[src/design/assert_macros.svh]
// Assertion macros shared by the allocator RTL.
`ifndef ASSERT_MACROS_SVH
`define ASSERT_MACROS_SVH

// Implication checked on every rising clock edge outside reset.
`define ASSERT_CLK(lbl, prop, msg) \
  lbl: assert property (@(posedge clk) disable iff (rst) prop) else $error(msg);

// Condition that must be followed by another one in the next cycle.
`define ASSERT_NEXT(lbl, ante, cons, msg) \
  lbl: assert property (@(posedge clk) disable iff (rst) (ante) |=> (cons)) else $error(msg);

`endif

[src/design/bta_ram.sv]
// Generic single-clock RAM with one write port and one registered read port.
module bta_ram #(
  parameter int WIDTH = 8,
  parameter int DEPTH = 16
) (
  input  logic                     clk,
  input  logic                     we,
  input  logic [$clog2(DEPTH)-1:0] waddr,
  input  logic [WIDTH-1:0]         wdata,
  input  logic [$clog2(DEPTH)-1:0] raddr,
  output logic [WIDTH-1:0]         rdata
);

  logic [WIDTH-1:0] mem [DEPTH];

  always_ff @(posedge clk) begin
    if (we) begin
      mem[waddr] <= wdata;
    end
    rdata <= mem[raddr];
  end

endmodule

[config.mk]
export PLATFORM = sky130hd
export DESIGN_NAME = bta_ram
export DESIGN_NICKNAME = d
export VERILOG_FILES = /design/src/design/assert_macros.svh /design/src/design/bta_ram.sv
export SDC_FILE = /design/constraint.sdc
export NUM_CORES = 1
export LEC_CHECK = 0
export BUFFER_PORTS_ARGS = -buffer_cell sky130_fd_sc_hd__buf_4
export CORE_UTILIZATION = 60
export DETAILED_ROUTE_END_ITERATION = 8
export PLACE_DENSITY = 0.84
export SLEW_MARGIN = 20
export SYNTH_ARGS = -nofsm -noshare
export SYNTH_HDL_FRONTEND = slang
export SYNTH_SLANG_ARGS = --single-unit
[constraint.sdc]
create_clock -name clk -period 5.2 [get_ports clk]
set_clock_uncertainty 0.2 [all_clocks]
set_input_delay 1.56 -clock clk [delete_from_list [all_inputs] [get_ports clk]]
set_output_delay 1.56 -clock clk [all_outputs]
set_load 0.1 [all_outputs]
==> load_flow_metrics.sql <==
INSERT INTO impl_metrics (metric_group, metric, value, unit) VALUES
('logic_synthesis', 'post-synth-top-count-cell', 'sky130_fd_sc_hd__edfxtp_1', ''),
('logic_synthesis', 'yosys.cell_types.count', '19', ''),
('clock_network', 'clock-sinks', '136', ''),
('critical_path', 'critical_path.reg2reg.startpoint', 'mem[1][5]', ''),
('timing', 'finalCritPeriodShare', '0.5960', ''),
('layout', 'postLayoutCellArea', '5949', 'sq um'),
('power_and_ir_drop', 'ir_worst_vdd', '0.2671', 'mV'),
('global_routing', 'grt.total_usage', '0.2279', ''),
('drt', 'dr.pass1.iters', '5', ''),
('timing', 'max_slew_violation_count', '0', ''),
('floorplanning', 'floorplan.io_pins', '26', ''),
('logic_synthesis', 'ys_ff_latch', '136', ''),
('global_routing', 'busiest_layer', 'met2', ''),
('logic_synthesis', 'synth_largest_area_cell', 'sky130_fd_sc_hd__edfxtp_1', ''),
('timing', 'timing.setup.tns', '0', 'ps'),
('drt', 'avgRoutedWirePerCell', '23.79', 'um'),
('timing', 'max_freq', '322.6', 'MHz'),
('power_and_ir_drop', 'switching_share', '0.2114', ''),
('clock_network', 'post_cts.repair.setup_buffers', '0', ''),
('global_routing', 'grt_use_met2', '0.3495', ''),
('power_and_ir_drop', 'pwr-share-comb', '0.067', ''),
('global_routing', 'grt_max_degree', '33', ''),
('clock_network', 'root_buffer', 'sky130_fd_sc_hd__clkbuf_8', ''),
('logic_synthesis', 'synth_async_sr_flop_share', '0', ''),
('logic_synthesis', 'yosys_most_used_dff', 'sky130_fd_sc_hd__edfxtp_1', ''),
('power_and_ir_drop', 'total_power', '2496', 'uW'),
('logic_synthesis', 'ys.warnings.count', '0', ''),
('timing', 'timing_hold_violations_final', '0', ''),
('critical_path', 'cp.required', '5120', 'ps'),
('critical_path', 'critical_path.cell_chain', 'buf_4 -> or3b_2 -> nor3_1', ''),
('drt', 'detail_route.wirelength', '9.110', 'mm'),
('timing', 'maxSlewHeadroom', '0.2790', ''),
('logic_synthesis', 'synth_top_cells_by_count', 'sky130_fd_sc_hd__edfxtp_1, sky130_fd_sc_hd__mux4_2, sky130_fd_sc_hd__a22oi_1, sky130_fd_sc_hd__mux4_1, sky130_fd_sc_hd__nor2_1', ''),
('critical_path', 'critPathBufInv', '1', ''),
('layout', 'multi_input_comb_area', '1062', 'sq um'),
('critical_path', 'worst_setup_path_end_kind', 'flop', ''),
('critical_path', 'slowest_stage_cell_cp', 'sky130_fd_sc_hd__nor3_1', ''),
('logic_synthesis', 'synth_top_cell_area_share', '0.7467', ''),
('floorplanning', 'core_area', '8258', 'sq um'),
('global_routing', 'grt_pass1_vias', '2404', ''),
('layout', 'finish.net_count', '283', ''),
('power_and_ir_drop', 'power_per_cell_area', '419.5', 'nW/um^2'),
('status', 'outcome', 'complete, no violations', ''),
('job', 'maxCapViolations', '0', ''),
('timing', 'final_setup_violating_endpoints', '0', ''),
('placed_design', 'number_of_port_buffers', '25', ''),
('min_path', 'holdCritStartpoint', 'mem[14][0]', ''),
('timing', 'final.setup.worst_slack', '2101', 'ps'),
('logic_synthesis', 'synth_area_leaders', 'sky130_fd_sc_hd__edfxtp_1, sky130_fd_sc_hd__mux4_2, sky130_fd_sc_hd__mux4_1', ''),
('critical_path', 'cp-start-kind', 'primary input', ''),
('power_and_ir_drop', 'leakagePower', '0.001990', 'uW'),
('global_routing', 'grt_met3_use', '0.06924', ''),
('clock_network', 'cts-hold-fix-buffers', '0', ''),
('clock_network', 'post_cts.resized_instances', '0', ''),
('min_path', 'hold_path_class', 'reg -> reg', ''),
('logic_synthesis', 'syn_nets', '247', ''),
('global_routing', 'total_congestion_overflow', '0', ''),
('drt', 'detail_route.iter0.violations', '318', ''),
('logic_synthesis', 'post_synth_edffs', '128', ''),
('floorplanning', 'die_x', '94.63', 'um'),
('logic_synthesis', 'syn-cell-area', '5147', 'sq um'),
('power_and_ir_drop', 'pwr-share-clk', '0.440', ''),
('placed_design', 'detailed_place_hpwl', '5.394', 'mm'),
('placed_design', 'gp_congestion', '0.7880', ''),
('logic_synthesis', 'synth.avg_cell_area', '22.48', 'sq um'),
('clock_network', 'cts-buffers-inserted', '17', ''),
('floorplanning', 'die_h', '94.63', 'um'),
('critical_path', 'worst_r2r_endpoint', 'rdata[5]', ''),
('critical_path', 'worstSetupPathType', 'in -> reg', ''),
('critical_path', 'critical_path_peak_fanout', '8', ''),
('global_routing', 'grt_antenna_before_repair', '0', '');
-- power groups by stage --
stage	clock (uW)	combinational, uW	sequential, uW
after global placement	0	163	1250
after floorplan	0	62.2	1310
after detailed placement	0	166	1260
after global routing	1150	175	1230
final	1100	166	1230
after CTS	1110	167	1230
-- how the worst max path moves through the flow --
stage | end | slack (ps) | cells after the start
6_report | mem[0][7] | 2100 | 3
5_1_grt | mem[0][5] | 2050 | 3
4_1_cts | mem[0][5] | 2130 | 3
3_5_place_dp | mem[0][6] | 1600 | 3
3_3_place_gp | mem[0][0] | 1690 | 3
2_1_floorplan | mem[0][0] | 1950 | 2
-- routing by layer --
layer | up-vias | share of wire
li1 | 1043 | -
met1 | 1215 | 0.38
met4 | 0 | 0.0086
met3 | 6 | 0.093
met2 | 122 | 0.52
met5 | - | 0
-- cell type report --
class                           count  area share
Sequential cell                   136      0.6730
Multi-Input combinational cell     83      0.1785
Clock buffer                       23     0.07508
Timing Repair Buffer               27     0.03407
Tap cell                          105     0.02208
Clock inverter                      9     0.01724
-- per-stage QoR --
stage | hold slack, ps | instances
final | 475.4 | 383
after global routing | 495.0 | 383
after CTS | 475.2 | 383
after detailed placement | 456.7 | 351
after global placement | 441.1 | 351
after floorplan | 429.3 | 229
-- state kept, by name, summed over array words and instances, names as in the netlist --
name	flops
rdata	8
mem	128
-- cells in the final DEF (no fill, tap or decap), types with 5 or more instances in the layout --
cell type	synthesis	layout
sky130_fd_sc_hd__edfxtp_1	128	128
sky130_fd_sc_hd__buf_4	1	27
sky130_fd_sc_hd__mux4_2	18	18
sky130_fd_sc_hd__a22oi_1	16	16
sky130_fd_sc_hd__clkbuf_16	0	16
sky130_fd_sc_hd__mux4_1	14	14
sky130_fd_sc_hd__nor2_1	13	13
sky130_fd_sc_hd__nand2_1	9	9
sky130_fd_sc_hd__dfxtp_1	8	8
sky130_fd_sc_hd__clkbuf_1	0	5
-- logic make-up (layout without fill, tap and decap cells) --
group                  count (synthesis)  count (layout)  synth area share
and+or+nand+nor                       35              35           0.03184
buffers and inverters                 10              59           0.01677
AOI/OAI and AO/OA                     16              16           0.02334
muxes                                 32              32            0.1502
DFF                                  136             136            0.7778
-- worst reg2reg max path, cell delays in order, from the launching register on --
cell                       delay [ps]
sky130_fd_sc_hd__edfxtp_1         370
sky130_fd_sc_hd__mux4_1           560
sky130_fd_sc_hd__a22oi_1          280
sky130_fd_sc_hd__nand2_1           90
Power figures use the tool's default switching activity.
